==> config.mk <==
export PLATFORM = sky130hd
export DESIGN_NAME = bota_dp
export DESIGN_NICKNAME = d
export VERILOG_FILES = /design/src/design/bota_pkg.sv /design/src/design/bota_dp.sv
export SDC_FILE = /design/constraint.sdc
export NUM_CORES = 2
export LEC_CHECK = 0
export BUFFER_PORTS_ARGS = -buffer_cell sky130_fd_sc_hd__buf_2
export CORE_MARGIN = 1
export CORE_UTILIZATION = 30
export DETAILED_ROUTE_END_ITERATION = 8
export GPL_TIMING_DRIVEN = 0
export PLACE_DENSITY = 0.43
export REMOVE_ABC_BUFFERS = 1
export SLEW_MARGIN = 15
export SYNTH_ARGS = -nofsm -noshare
export SYNTH_HDL_FRONTEND = slang
export SYNTH_SLANG_ARGS = --single-unit
==> constraint.sdc <==
create_clock -name clk -period 7.2 [get_ports clk]
set_clock_uncertainty 0.1 [all_clocks]
set_input_delay 0.36 -clock clk [delete_from_list [all_inputs] [get_ports clk]]
set_output_delay 0.36 -clock clk [all_outputs]
set_load 0.03 [all_outputs]
==> src/design/bota_pkg.sv <==
// Shared types and constants for the box overlap track association block.
`timescale 1ns / 1ps
package bota_pkg;
	localparam int MaxTracks     = 8;
	localparam int MaxDetections = 8;
	localparam int ResultCap     = 16;

	localparam logic [1:0] ModeTrack  = 2'd0;
	localparam logic [1:0] ModeDet    = 2'd1;
	localparam logic [1:0] ModeRun    = 2'd2;

	localparam logic [1:0] CatNone    = 2'd0;
	localparam logic [1:0] CatMatch   = 2'd1;
	localparam logic [1:0] CatSeveral = 2'd2;
	localparam logic [1:0] CatShared  = 2'd3;

	typedef struct packed {
		logic [1:0]         mode;
		logic [15:0]        track_id;
		logic signed [15:0] box_x;
		logic signed [15:0] box_y;
		logic [14:0]        box_w;
		logic [14:0]        box_h;
	} in_item_t;

	typedef struct packed {
		logic        is_empty;
		logic        side;
		logic [2:0]  slot;
		logic [15:0] owner_id;
		logic [1:0]  category;
		logic [7:0]  partner_mask;
		logic        last;
	} out_item_t;

	// Box as stored: x, y, w, h.
	typedef struct packed {
		logic signed [15:0] x;
		logic signed [15:0] y;
		logic [14:0]        w;
		logic [14:0]        h;
	} box_t;

	// Controller to datapath.
	typedef struct packed {
		logic load_trk;
		logic load_det;
		logic pair_en;    // test pair (row, col) into matrix
		logic emit;       // form result at (side, idx) into output register
		logic side;
		logic clear;
	} dp_cmd_t;
endpackage

==> src/design/bota_dp.sv <==
// Datapath: box stores, overlap matrix and result register.
`timescale 1ns / 1ps
module bota_dp #(
	parameter int MAX_TRACKS     = bota_pkg::MaxTracks,
	parameter int MAX_DETECTIONS = bota_pkg::MaxDetections,
	localparam int TW = $clog2(MAX_TRACKS + 1),
	localparam int DW = $clog2(MAX_DETECTIONS + 1),
	localparam int IW = (TW > DW) ? TW : DW
) (
	input  logic                clk,
	input  logic                arst_n,
	input  bota_pkg::in_item_t  in_data,
	input  bota_pkg::dp_cmd_t   cmd,
	input  logic [TW-1:0]       tcnt,
	input  logic [DW-1:0]       dcnt,
	input  logic [IW-1:0]       row,
	input  logic [IW-1:0]       col,
	input  logic                emit_empty,
	input  logic                emit_last,
	input  logic                out_take,
	output logic                out_full,
	output bota_pkg::out_item_t out_data
);
	localparam int TI = (MAX_TRACKS > 1) ? $clog2(MAX_TRACKS) : 1;
	localparam int DI = (MAX_DETECTIONS > 1) ? $clog2(MAX_DETECTIONS) : 1;

	bota_pkg::box_t trk_q [MAX_TRACKS];
	logic [15:0]    tid_q [MAX_TRACKS];
	bota_pkg::box_t det_q [MAX_DETECTIONS];
	logic [MAX_TRACKS-1:0] mat_q [MAX_DETECTIONS];
	logic full_q;
	bota_pkg::out_item_t out_q, res;
	bota_pkg::box_t nb, ta, db;
	logic touch;
	logic signed [16:0] lx, ly, rx, ry, ar, br, ab, bb;
	logic [MAX_TRACKS-1:0] rmask, cand_row;
	logic [MAX_DETECTIONS-1:0] cmask, cand_col;
	logic [TI-1:0] ti, ti_p;
	logic [DI-1:0] di, di_p;
	logic one, one_p, any;
	logic [1:0] cat;
	logic [7:0] pm;

	assign nb = '{x: in_data.box_x, y: in_data.box_y, w: in_data.box_w, h: in_data.box_h};
	assign ti = TI'(tcnt);
	assign di = DI'(dcnt);
	assign ta = trk_q[TI'(col)];
	assign db = det_q[DI'(row)];

	always_comb begin
		lx = (ta.x > db.x) ? 17'(ta.x) : 17'(db.x);
		ly = (ta.y > db.y) ? 17'(ta.y) : 17'(db.y);
		ar = 17'(ta.x) + $signed({2'b0, ta.w});
		br = 17'(db.x) + $signed({2'b0, db.w});
		ab = 17'(ta.y) + $signed({2'b0, ta.h});
		bb = 17'(db.y) + $signed({2'b0, db.h});
		rx = (ar < br) ? ar : br;
		ry = (ab < bb) ? ab : bb;
		touch = (rx > lx) && (ry > ly);
	end

	// Row and column of the box being emitted, plus its partner's line.
	always_comb begin
		rmask = mat_q[DI'(row)];
		for (int r = 0; r < MAX_DETECTIONS; r++) cmask[r] = mat_q[r][TI'(row)];
		ti_p = '0;
		for (int c = MAX_TRACKS - 1; c >= 0; c--) if (rmask[c]) ti_p = TI'(c);
		di_p = '0;
		for (int r = MAX_DETECTIONS - 1; r >= 0; r--) if (cmask[r]) di_p = DI'(r);
		for (int r = 0; r < MAX_DETECTIONS; r++) cand_col[r] = mat_q[r][ti_p];
		cand_row = mat_q[di_p];
		if (!cmd.side) begin
			any = |rmask;
			one = $onehot(rmask);
			one_p = $onehot(cand_col);
			pm = 8'(rmask);
		end else begin
			any = |cmask;
			one = $onehot(cmask);
			one_p = $onehot(cand_row);
			pm = 8'(cmask);
		end
		if (!any) cat = bota_pkg::CatNone;
		else if (!one) cat = bota_pkg::CatSeveral;
		else cat = one_p ? bota_pkg::CatMatch : bota_pkg::CatShared;
	end

	always_comb begin
		res = '0;
		if (emit_empty) begin
			res.is_empty = 1'b1;
			res.last = 1'b1;
		end else begin
			res.side = cmd.side;
			res.slot = 3'(row);
			res.owner_id = cmd.side ? tid_q[TI'(row)] : 16'd0;
			res.category = cat;
			res.partner_mask = pm;
			res.last = emit_last;
		end
	end

	always_ff @(posedge clk) begin
		if (cmd.load_trk) begin
			trk_q[ti] <= nb;
			tid_q[ti] <= in_data.track_id;
		end
		if (cmd.load_det) det_q[di] <= nb;
		if (cmd.emit) out_q <= res;
	end

	// Matrix rows clear after each run so stale bits never read as overlap.
	always_ff @(posedge clk or negedge arst_n) begin
		if (!arst_n) begin
			for (int r = 0; r < MAX_DETECTIONS; r++) mat_q[r] <= '0;
			full_q <= 1'b0;
		end else begin
			if (cmd.clear) begin
				for (int r = 0; r < MAX_DETECTIONS; r++) mat_q[r] <= '0;
			end else if (cmd.pair_en) begin
				mat_q[DI'(row)][TI'(col)] <= touch;
			end
			if (cmd.emit) full_q <= 1'b1;
			else if (out_take) full_q <= 1'b0;
		end
	end

	assign out_full = full_q;
	assign out_data = out_q;
endmodule

==> impl_metrics.toml <==
[worst_setup_path]
critical_path.endpoint_type = "flop"
crit_path_max_incr_delay_ps = 500
cp.required_ps = 7770
cp-start-kind = "input port"
crit_slowest_cell = "a2111o_2"
critPathMaxFanout = 10
cpMostUsedCell = "buf_4"
arrival_ps = 7690
crit_type = "input port to flop"
startpoint = "row[0]"
timing.rr.start = "trk_q[4][30]"

[timing]
fmax_mhz = 140.6
period_share_pct = 98.79
slew_viol_final = 0
rsz0062_at_grt = "true"
holdWs_ps = 90.84
hold_viol = 0
tightestPinTransition_ps = 1241
max-slew-margin-rel_pct = 16.79
period_needed_ps = 7113
setup_viol = 0

[worst_hold_path]
hp-class = "input port to flop"
worstHoldStart = "row[1]"

[synthesis]
ys_async_sr_fraction_pct = 5.341
synth_cell_type_count = 83
syn_avg_cell_area_sq_um = 15.08
synth_seq_cells = 1217
syn_area_sq_um = 52230
netlist_top_cells_count = "1152 x edfxtp_1, 492 x a22oi_1, 170 x ha_1"
synth_area_leader_cell = "edfxtp_1"
synth_area_leaders = "edfxtp_1 66%, a22oi_1 7.1%, ha_1 4.1%, dfrtp_1 3.1%, mux2i_1 2.7%"
ys.warnings.count = 0
synthCells = 3464
seq_area_frac_synth_pct = 69.34
synth.most_common_cell = "edfxtp_1"
synth_ff_type = "edfxtp_1"
synth_top_cell_area_share_pct = 66.23
synth-edff-count = 1152

[placement]
gp_congestion = 0.8260
postPlaceCellArea_sq_um = 58370
dpl.hpwl_microns = 114800
port_buffers = 133

[layout]
layout.nets = 4263
drive_gt1_share_pct = 20.73
final_util_pct = 38.16
area_growth_pct = 25.89
final_design_area_no_fill_sq_um = 65760

[floorplanning]
die_y_microns = 419.3
core_sq_um = 172300
core.rowCount = 152
start_util_pct = 30.31
ioPinCount = 140
die_w_microns = 419.3
die-area_sq_um = 175800

[detailed_routing]
drcViolationCount = 0
drt-total-wl_microns = 171200
drt_pass1_iterations = 5
detail_route.vias_per_cell = 5.267
num_vias = 33570
wl_per_cell_microns = 26.86
drtAntennaViolNets = 0
drtIter0Drc = 3038

[global_route]
grt_overflow = 0
grt_pass1_wl_microns = 244400
grtUsageTotal_pct = 19.26
grt_pass1_vias = 33610
grt_start_max_net_pins = 67
antenna_found_initial = 14

[clock_network]
numClockSinks = 1217
cts_made_buffers = 138
root_buffer = "clkbuf_16"
worst_skew_pair.late_latency_ps = 770
htreeDepth = 4
clk_path_buf_depth = 3
path_clk_slew_ps = 60
tritoncts = "built"

[run_status]
status = "complete, no violations"

[power]
max-vdd-ir-drop_v = 0.0001514
p_leak_nw = 22.75
cellPowerDensity_nw_per_um2 = 288.5

[flow_run]
max-cap-violations = 0
worst max-delay path: cells and delay by family:
kind                     cells  cell delay, ps
AO/OA/AOI/OAI               15            2660
buffers and inverters       10            1630
AND/OR/NAND/NOR              6            1210
adder cells (fa/ha/maj)      4            1200
multiplexers                 1             350
XOR/XNOR                     1             240
state kept, by name, indices dropped and copies added, names as in the netlist:
register and flops:
mat_q 64, out_full 1, out_data 32, tid_q 128
trk_q 496, det_q 496
path summary, 6_finish.rpt:
path / endpoint / slack (ps) / cells after the start
worst max-delay path: mat_q[7] / 90 / 37
worst min-delay path: out_data[17] / 90 / 3
worst max register to register: mat_q[7] / 190 / 33
worst min register to register: out_full / 380 / 1
max in group asynchronous: mat_q[57] / 6170 / 4
min in group asynchronous: mat_q[11] / 550 / 4
cells by family after synthesis:
logic type                 synth area share, %
adders and majority gates                4.880
xor gates and xnor gates                0.9222
buffers and inverters                    2.393
muxes                                    3.619
and+or+nand+nor                          5.816
DFF                                      69.34
AOI/OAI and AO/OA                        13.03
cell type report:
type,instances,area (sq um)
fill,16190,106500
clock buffer,177,3664
inverter,125,484.2
timing repair buffer,542,5971
tap,2310,2890
clock inverter,58,631.9
multi-input combinational,1942,15890
antenna,2,5.005
sequential,1217,36220
through the flow:
step / power (mW) / cells / setup slack, ps / TNS [ps]
6_report: 18.97 / 6373 / 86.79 / 0
5_1_grt: 19.79 / 6373 / -119.6 / -5146
4_1_cts: 18.86 / 6354 / -10.04 / -106.0
3_5_place_dp: 11.40 / 5936 / -3872 / -242970
3_3_place_gp: 11.33 / 5723 / -19280 / -4824070
2_1_floorplan: 10.24 / 3280 / -4079 / -262730
where the power goes:
part           total, mW  internal, mW  switching, mW  leakage [nW]
Combinational       4.13          1.78           2.36          9.27
Clock               6.79          3.92           2.87          2.08
Sequential          8.05          7.99         0.0596          11.4
timing repair:
item,CTS,global route
resized for setup,143,136
setup buffers,84,18
cloned,10,4
hold buffers,93,0
pin swaps,62,86
setup endpoints to repair,64,64
endpoints found under the hold margin,1216,0
layer usage:
| metal | GRT usage [%] | vias up | wire (microns) |
|---|---|---|---|
| met1 | 26.92 | 17310 | 79020 |
| met2 | 30.66 | 1005 | 79280 |
| met3 | 3.530 | 250 | 8987 |
| met5 | 0 | - | 26 |
| met4 | 4.955 | 4 | 3882 |
| li1 | - | 15000 | - |
cells in the final DEF, fill, tap and decap left out, drive strengths merged, types with 33 or more instances in the layout:
master / Yosys / routed
buf: 56 / 443
xnor2: 39 / 39
o21ai: 116 / 116
nand3: 37 / 37
a22o: 34 / 34
ha: 170 / 170
nand4: 108 / 108
nor3: 36 / 36
dfrtp: 65 / 65
clkinv: 1 / 43
edfxtp: 1152 / 1152
nand2: 132 / 132
clkbuf: 128 / 179
a21oi: 86 / 86
a221oi: 33 / 33
nand3b: 66 / 66
mux2i: 139 / 139
a22oi: 492 / 492
nor2: 98 / 98
dlygate4sd3: 0 / 92
inv: 124 / 129
Power figures use the tool's default switching activity.
