`src/design/bota_pkg.sv`:
```
// Shared types and constants for the box overlap track association block.
`timescale 1ns / 1ps
package bota_pkg;
	localparam int MaxTracks     = 8;
	localparam int MaxDetections = 8;
	localparam int ResultCap     = 16;

	localparam logic [1:0] ModeTrack  = 2'd0;
	localparam logic [1:0] ModeDet    = 2'd1;
	localparam logic [1:0] ModeRun    = 2'd2;

	localparam logic [1:0] CatNone    = 2'd0;
	localparam logic [1:0] CatMatch   = 2'd1;
	localparam logic [1:0] CatSeveral = 2'd2;
	localparam logic [1:0] CatShared  = 2'd3;

	typedef struct packed {
		logic [1:0]         mode;
		logic [15:0]        track_id;
		logic signed [15:0] box_x;
		logic signed [15:0] box_y;
		logic [14:0]        box_w;
		logic [14:0]        box_h;
	} in_item_t;

	typedef struct packed {
		logic        is_empty;
		logic        side;
		logic [2:0]  slot;
		logic [15:0] owner_id;
		logic [1:0]  category;
		logic [7:0]  partner_mask;
		logic        last;
	} out_item_t;

	// Box as stored: x, y, w, h.
	typedef struct packed {
		logic signed [15:0] x;
		logic signed [15:0] y;
		logic [14:0]        w;
		logic [14:0]        h;
	} box_t;

	// Controller to datapath.
	typedef struct packed {
		logic load_trk;
		logic load_det;
		logic pair_en;    // test pair (row, col) into matrix
		logic emit;       // form result at (side, idx) into output register
		logic side;
		logic clear;
	} dp_cmd_t;
endpackage

```
`src/design/bota_ctrl.sv`:
```
// Controller: sequences loads, the pair sweep and result emission.
`timescale 1ns / 1ps
module bota_ctrl #(
	parameter int MAX_TRACKS     = bota_pkg::MaxTracks,
	parameter int MAX_DETECTIONS = bota_pkg::MaxDetections,
	localparam int TW = $clog2(MAX_TRACKS + 1),
	localparam int DW = $clog2(MAX_DETECTIONS + 1),
	localparam int IW = (TW > DW) ? TW : DW
) (
	input  logic               clk,
	input  logic               arst_n,
	input  logic               in_valid,
	input  logic [1:0]         in_mode,
	output logic               in_ready,
	input  logic               out_full,
	input  logic               out_take,
	output bota_pkg::dp_cmd_t  cmd,
	output logic [IW-1:0]      row,
	output logic [IW-1:0]      col,
	output logic               emit_empty,
	output logic               emit_last
);
	typedef enum logic [1:0] {IDLE, SWEEP, EMIT} state_t;
	state_t state_q;
	logic [TW-1:0] tcnt_q;
	logic [DW-1:0] dcnt_q;
	logic [IW-1:0] r_q, c_q;
	logic [4:0] k_q;
	logic side_q;
	logic acc, can_emit, fin_side, lastr;
	logic [IW-1:0] idx_n;

	// hold input while a result waits, so an empty run always has room to emit
	assign in_ready = (state_q == IDLE) && can_emit;
	assign acc = in_valid && in_ready;
	assign can_emit = !out_full || out_take;
	assign row = r_q;
	assign col = c_q;

	always_comb begin
		idx_n = r_q + IW'(1);
		fin_side = side_q ? (idx_n >= IW'(tcnt_q)) : (idx_n >= IW'(dcnt_q));
		// last when cap reached, on the track side when tracks run out, or when detections run out and no tracks follow
		lastr = (k_q == 5'(bota_pkg::ResultCap - 1)) ||
			(side_q ? fin_side : (fin_side && tcnt_q == '0));
		emit_last = lastr;
		emit_empty = 1'b0;
		cmd = '0;
		cmd.load_trk = acc && in_mode == bota_pkg::ModeTrack && tcnt_q < TW'(MAX_TRACKS);
		cmd.load_det = acc && in_mode == bota_pkg::ModeDet && dcnt_q < DW'(MAX_DETECTIONS);
		cmd.pair_en = (state_q == SWEEP);
		cmd.side = side_q;
		if (state_q == EMIT && can_emit) begin
			cmd.emit = 1'b1;
			cmd.clear = lastr;
		end
		if (acc && in_mode == bota_pkg::ModeRun && tcnt_q == '0 && dcnt_q == '0 &&
				can_emit) begin
			cmd.emit = 1'b1;
			emit_empty = 1'b1;
		end
	end

	always_ff @(posedge clk or negedge arst_n) begin
		if (!arst_n) begin
			state_q <= IDLE;
			tcnt_q <= '0;
			dcnt_q <= '0;
			r_q <= '0;
			c_q <= '0;
			k_q <= '0;
			side_q <= 1'b0;
		end else begin
			case (state_q)
				IDLE: begin
					if (cmd.load_trk) tcnt_q <= tcnt_q + TW'(1);
					if (cmd.load_det) dcnt_q <= dcnt_q + DW'(1);
					if (acc && in_mode == bota_pkg::ModeRun &&
							!(tcnt_q == '0 && dcnt_q == '0)) begin
						r_q <= '0;
						c_q <= '0;
						if (tcnt_q == '0 || dcnt_q == '0) begin
							state_q <= EMIT;
							side_q <= (dcnt_q == '0);
							k_q <= '0;
						end else begin
							state_q <= SWEEP;
						end
					end
				end
				SWEEP: begin
					if (c_q + IW'(1) >= IW'(tcnt_q)) begin
						c_q <= '0;
						if (r_q + IW'(1) >= IW'(dcnt_q)) begin
							r_q <= '0;
							state_q <= EMIT;
							side_q <= 1'b0;
							k_q <= '0;
						end else begin
							r_q <= r_q + IW'(1);
						end
					end else begin
						c_q <= c_q + IW'(1);
					end
				end
				EMIT: begin
					if (can_emit) begin
						k_q <= k_q + 5'd1;
						if (lastr) begin
							state_q <= IDLE;
							tcnt_q <= '0;
							dcnt_q <= '0;
						end else if (fin_side) begin
							side_q <= 1'b1;
							r_q <= '0;
						end else begin
							r_q <= idx_n;
						end
					end
				end
				default: state_q <= IDLE;
			endcase
		end
	end
endmodule

```
`config.mk`:
```
export PLATFORM = sky130hd
export DESIGN_NAME = bota_ctrl
export DESIGN_NICKNAME = d
export VERILOG_FILES = /design/src/design/bota_pkg.sv /design/src/design/bota_ctrl.sv
export SDC_FILE = /design/constraint.sdc
export NUM_CORES = 1
export LEC_CHECK = 0
export BUFFER_PORTS_ARGS = -buffer_cell sky130_fd_sc_hd__buf_4
export CORE_ASPECT_RATIO = 1.2
export CORE_MARGIN = 10
export CORE_UTILIZATION = 48
export DETAILED_ROUTE_END_ITERATION = 8
export GPL_TIMING_DRIVEN = 0
export PLACE_DENSITY_LB_ADDON = 0.15
export SLEW_MARGIN = 20
export SYNTH_ARGS = -nofsm -noshare
export SYNTH_HDL_FRONTEND = slang
export SYNTH_SLANG_ARGS = --single-unit
```
`constraint.sdc`:
```
create_clock -name clk -period 3.5 [get_ports clk]
set_clock_uncertainty 0.15 [all_clocks]
set_input_delay 0.35 -clock clk [delete_from_list [all_inputs] [get_ports clk]]
set_output_delay 0.35 -clock clk [all_outputs]
set_load 0.1 [all_outputs]
```
==> metrics.csv, run 1 <==
metric,value,unit
status,completed,
syn_area,1830,um^2
cts_tree,done,
finalCritPeriodShare,94.1,%
synth_flop_cell,dfrtp_1,
ant_nets,0,
finalSetupViolations,0,
crit_cells,7,
ys_types,50,
core-area,3660,um^2
synth.top_cell.area_share,32.8,%
via_per_inst,5.50,
clk_path_buf_depth,2,
dr.pass1.iters,4,
yosysTopAreaCell,dfrtp_1,
layout_setup_ws,206,ps
vdd_ir_drop_max,0.000407,V
r2r-end,side_q,
fmax,304,MHz
syn_nets,232,
fp.dieH,87.7,um
min_period,3290,ps
power_density,885,nW/um^2
synth.area.top_cells,"dfrtp_1 (33%), ha_1 (16%), a21oi_1 (3.5%), inv_1 (3.3%), nor2_1 (3.1%)",
cts_inserted_buffers,3,
dp_slack,280,ps
fillers,342,
cp_data_required_time,3000,ps
place_hpwl,3200,um
slowest_delay,570,ps
drive_above_1_share,19.2,%
initial_core_util,50.0,%
io_buffers,23,
holdPathStages,4,
path_class,register to output pin,
async_flop_share,100,%
grt_antenna_before_repair,0,
timing.rr.start,row[0],
cap_violations,0,
synth_edf_count,0,
maxSlewHeadroom,63.0,%
slowest_stage,a221oi_2,
worst_pin_slew,555,ps
fin_nets,261,
antenna_cells,0,
finalNonFillerCells,281,
vias,1546,
cts_htree_levels,1,
post-route-util,59.3,%
die_x,76.4,um
r2r_slack,490,ps
wl_per_cell,15.0,um
num_rows,24,
cts_root_buf,clkbuf_8,
grt_pass1_vias,1563,
syn_to_final_growth,18.4,%
cpMostUsedCell,ha_1,
path_cells,"ha_1, ha_1, nor3b_1, o21ai_0, a221oi_2, nor2_4, buf_4",
drtIter0Drc,90,
gr-usage-all-layers,13.1,%
grt_max_degree,25,
cts_sinks,24,
grt_pass1_wl,7360,um
min_from,in_mode[0],
arrival,2790,ps
worstHoldEndpoint,tcnt_q[3],
drcViolationCount,0,
final_hold_viol_count,0,
cp-start-kind,register,
crit_fanout,7,
ys_ff_latch,24,
clk_latency,270,ps
path_buf_inv,1,
io_pins,24,
yosysSeqAreaShare,32.8,%
synth_warnings,0,
leakage,1.03,nW
rsz0062_at_grt,no,
reg2reg_depth,8,
post_cts_buffers,0,
dieArea,6700,um^2
setup_tns,0,ps
critical-path-top-delay-family,compound AO/OA/AOI/OAI gates,
postSynthAreaPerCell,9.12,um^2
synth_cells,201,
end_kind,output pin,
synthTopCellsByCount,"dfrtp_1 (24), ha_1 (24), inv_1 (16)",
maxSlewViolCount,0,
routabilityCongestion,0.858,
clkTransAtPathRegs,100,ps
hold_path.class,primary input to register,
gr-total-overflow,0,
totalWireLength,4220,um
placed_cells,276,
-- per-stage QoR --
stage | hold slack (ps) | power (mW) | cell area (um^2)
floorplan | -95.6 | 1.39 | 1850
global placement | 124 | 1.64 | 2080
detailed placement | 120 | 1.65 | 2080
CTS | 283 | 1.92 | 2170
global route | 305 | 2.06 | 2170
finish | 286 | 1.92 | 2170
-- cell families after synthesis --
group,share of synthesized area (%)
adders and majority gates,16.4
muxes,3.48
buffers and inverters,5.19
DFF,32.8
AOI/OAI and AO/OA,20.8
xor gates and xnor gates,2.39
and+or+nand+nor,19.0
-- per-layer routing --
layer  vias to the layer above  track usage [%]  routed length [um]
met4                         0             4.40                  22
li1                        782                -                   -
met5                         -                0                   0
met3                         2             2.46                 223
met2                        38             22.5                2010
met1                       724             16.3                1970
-- worst register-to-register path, stage by stage, from the launching register on --
cell       delay [ps]
dfrtp_1           490
ha_1              400
ha_1              220
nor3b_1           270
o21ai_0           200
a211oi_1          420
o2111ai_4         200
nor3_2            220
mux2_1            330
-- registers in the layout, indices dropped and copies added, names as in the netlist --
signal and count:
col 4, dcnt_q 4, k_q 5, row 4
side_q 1, state_q 2, tcnt_q 4
-- where the power goes --
group	switching, mW	internal, mW	total (mW)
Combinational	0.863	0.382	1.25
Clock	0.0974	0.153	0.250
Sequential	0.0813	0.344	0.426
-- worst max path at each step --
| stage | start | end | slack [ps] |
|---|---|---|---|
| detailed placement | row[0] | cmd[0] | 280 |
| floorplan | row[0] | emit_last | -150 |
| global placement | row[0] | cmd[0] | 290 |
| finish | row[0] | cmd[0] | 210 |
| global route | row[0] | cmd[0] | 40 |
| CTS | row[0] | cmd[0] | 210 |
-- cell usage in the layout, fill, tap and decap left out, types with 5 or more instances in the layout --
cell type  netlist  routed
nand2b_1         5       5
ha_1            24      24
o21ai_0          9       8
buf_4            2      25
inv_1           16      16
o21ai_1          8       9
o211ai_1         5       5
a21oi_1         13      13
nor2_1          15      14
nand2_1         10      10
nand3_1          7       7
dfrtp_1         24      24
-- repair_timing --
action	4_1_cts	5_1_grt
hold buffers	1	0
gates resized for setup	1	0
endpoints found under the setup margin	1	0
endpoints found under the hold margin	24	0
-- cell type report --
cell class                 instances  area, um^2  area share, %
buffer                             6        31.3           1.44
clock buffer                       3        41.3           1.90
clock inverter                     1        30.0           1.38
inverter                          17        63.8           2.94
multi-input combinational        154        1160           53.3
sequential                        24         601           27.7
tap                               52        65.1           3.00
timing repair buffer              24         183           8.41
Power figures use the tool's default switching activity.
==> run 2: changes to the inputs <==
--- a/config.mk
+++ b/config.mk
@@ -5,13 +5,15 @@
 export SDC_FILE = /design/constraint.sdc
 export NUM_CORES = 1
 export LEC_CHECK = 0
-export BUFFER_PORTS_ARGS = -buffer_cell sky130_fd_sc_hd__buf_4
+export BUFFER_PORTS_ARGS = -buffer_cell sky130_fd_sc_hd__buf_2
+export CAP_MARGIN = 15
 export CORE_ASPECT_RATIO = 1.2
 export CORE_MARGIN = 10
 export CORE_UTILIZATION = 48
 export DETAILED_ROUTE_END_ITERATION = 8
 export GPL_TIMING_DRIVEN = 0
 export PLACE_DENSITY_LB_ADDON = 0.15
+export REMOVE_ABC_BUFFERS = 1
 export SLEW_MARGIN = 20
 export SYNTH_ARGS = -nofsm -noshare
 export SYNTH_HDL_FRONTEND = slang
==> run 2 against run 1 <==
  * Sequential cell count is the same
  * Non-clock buffer count is 4 lower
  * Register-to-register slack got worse by 40 ps
  * Power fell by 4.2%
  * Via count increased by 1.2%
  * Sequential share of layout area rose by 1.3 points
  * Critical path depth rose by 1
  * Critical endpoint unchanged
  * Largest cell class unchanged
  * Largest power group unchanged
  * Highest routed layer unchanged
==> metrics.csv, run 2 (synthesis gave the netlist of run 1 again) <==
metric,value,unit
drcViolationCount,0,
die_x,76.4,um
met2WireLength,2270,um
io_pins,24,
path_cells,"ha_1, xor2_1, ha_1, o211ai_1, o21ai_0, a221oi_2, nor2_1, clkbuf_4",
grt_pass1_wl,7800,um
setup_tns,0,ps
slowest_delay,470,ps
sequentialPowerShare,23.2,%
worst_pin_slew,708,ps
maxSlewHeadroom,52.8,%
clkTransAtPathRegs,90,ps
routabilityCongestion,0.835,
fillers,346,
end_kind,output pin,
power_density,889,nW/um^2
dp_slack,223,ps
syn_to_final_growth,13.0,%
clk_path_buf_depth,2,
cp-start-kind,register,
sw_frac_of_total,56.1,%
via_per_inst,5.65,
fp.dieH,87.7,um
final_hold_viol_count,0,
ant_nets,0,
pwr-share-clk,10.3,%
fmax,302,MHz
finalPower,1.84,mW
core-area,3660,um^2
antenna_cells,0,
crit_fanout,7,
whs,345,ps
leakage,1.01,nW
hold_path.class,primary input to register,
post-route-util,56.5,%
grt_antenna_before_repair,0,
grt_max_degree,25,
totalWireLength,4390,um
pwr-share-comb,66.5,%
top_layer_used,met4,
gr-usage-all-layers,13.9,%
place_area,1980,um^2
vias,1565,
initial_core_util,50.0,%
cap_violations,0,
dieArea,6700,um^2
rsz0062_at_grt,no,
path_class,register to output pin,
final_cell_mix,"ha_1 (24), dfrtp_1 (24), buf_2 (22), inv_1 (16), nor2_1 (15)",
finalNonFillerCells,277,
num_rows,24,
status,completed,
p_switching,1.03,mW
top_register,k_q,
cp_data_required_time,3000,ps
grt_pass1_vias,1653,
place_hpwl,3510,um
cts_htree_levels,1,
drive_above_1_share,18.2,%
cpMostUsedCell,ha_1,
intPower,0.809,mW
cts_tree,done,
largest_register_ffs,5,
dr.pass1.iters,4,
gr-total-overflow,0,
cts_sinks,24,
met3WireLength,220,um
m1WireLength,1860,um
cts_root_buf,clkbuf_8,
min_period,3320,ps
vdd_ir_drop_max,0.000346,V
maxSlewViolCount,0,
finalSetupViolations,0,
placed_cells,270,
cts_inserted_buffers,3,
io_buffers,23,
drtIter0Drc,100,
arrival,2820,ps
fin_nets,257,
slowest_stage,dfrtp_1,
clk_latency,270,ps
wl_per_cell,15.8,um
finalCritPeriodShare,94.7,%
finalInstanceArea,2070,um^2
layout_setup_ws,185,ps
[run 2: path summary, 6_finish.rpt]
check	start	end	slack (ps)	depth (start not counted)
worst min-delay path	in_mode[0]	tcnt_q[3]	350	4
max in group asynchronous	arst_n	k_q[0]	2380	2
worst max-delay path	row[0]	cmd[0]	180	8
worst max register to register	row[0]	side_q	450	9
min in group asynchronous	arst_n	dcnt_q[0]	440	2
worst min register to register	col[3]	col[3]	380	2
[run 2: power by group through the flow]
stage                     clock, mW  sequential, mW  combinational, mW
after floorplan                   0           0.505              0.845
after detailed placement          0           0.431               1.17
after CTS                     0.195           0.426               1.19
after global placement            0           0.426               1.13
final                         0.190           0.427               1.22
after global routing          0.209           0.441               1.34
[run 2: layout make-up]
class	count	area, um^2	area share, %
multi-input combinational	154	1140	55.2
inverter	17	63.8	3.08
timing repair buffer	26	143	6.89
tap	52	65.1	3.14
sequential	24	601	29.0
clock buffer	4	55.1	2.66
[run 2: per-layer routing]
layer	track usage, %	vias up
li1	-	768
met1	14.9	764
met2	26.9	29
met3	3.07	4
met4	3.89	0
met5	0	-
[run 2: critical path: cells and delay by family, from the launching register on]
| family | cells | cell delay [ps] |
|---|---|---|
| AOI/OAI and AO/OA | 3 | 530 |
| DFF | 1 | 470 |
| and+or+nand+nor | 1 | 330 |
| buffers and inverters | 1 | 420 |
| adders and majority gates | 2 | 580 |
| xor gates and xnor gates | 1 | 210 |
[run 2: repair_timing]
action                                 CTS  global route
endpoints found under the hold margin   24             0
pin swaps                                0             1
resized for setup                        1             1
buffers inserted                         0             2
hold buffers                             1             0
setup endpoints to repair                1             1
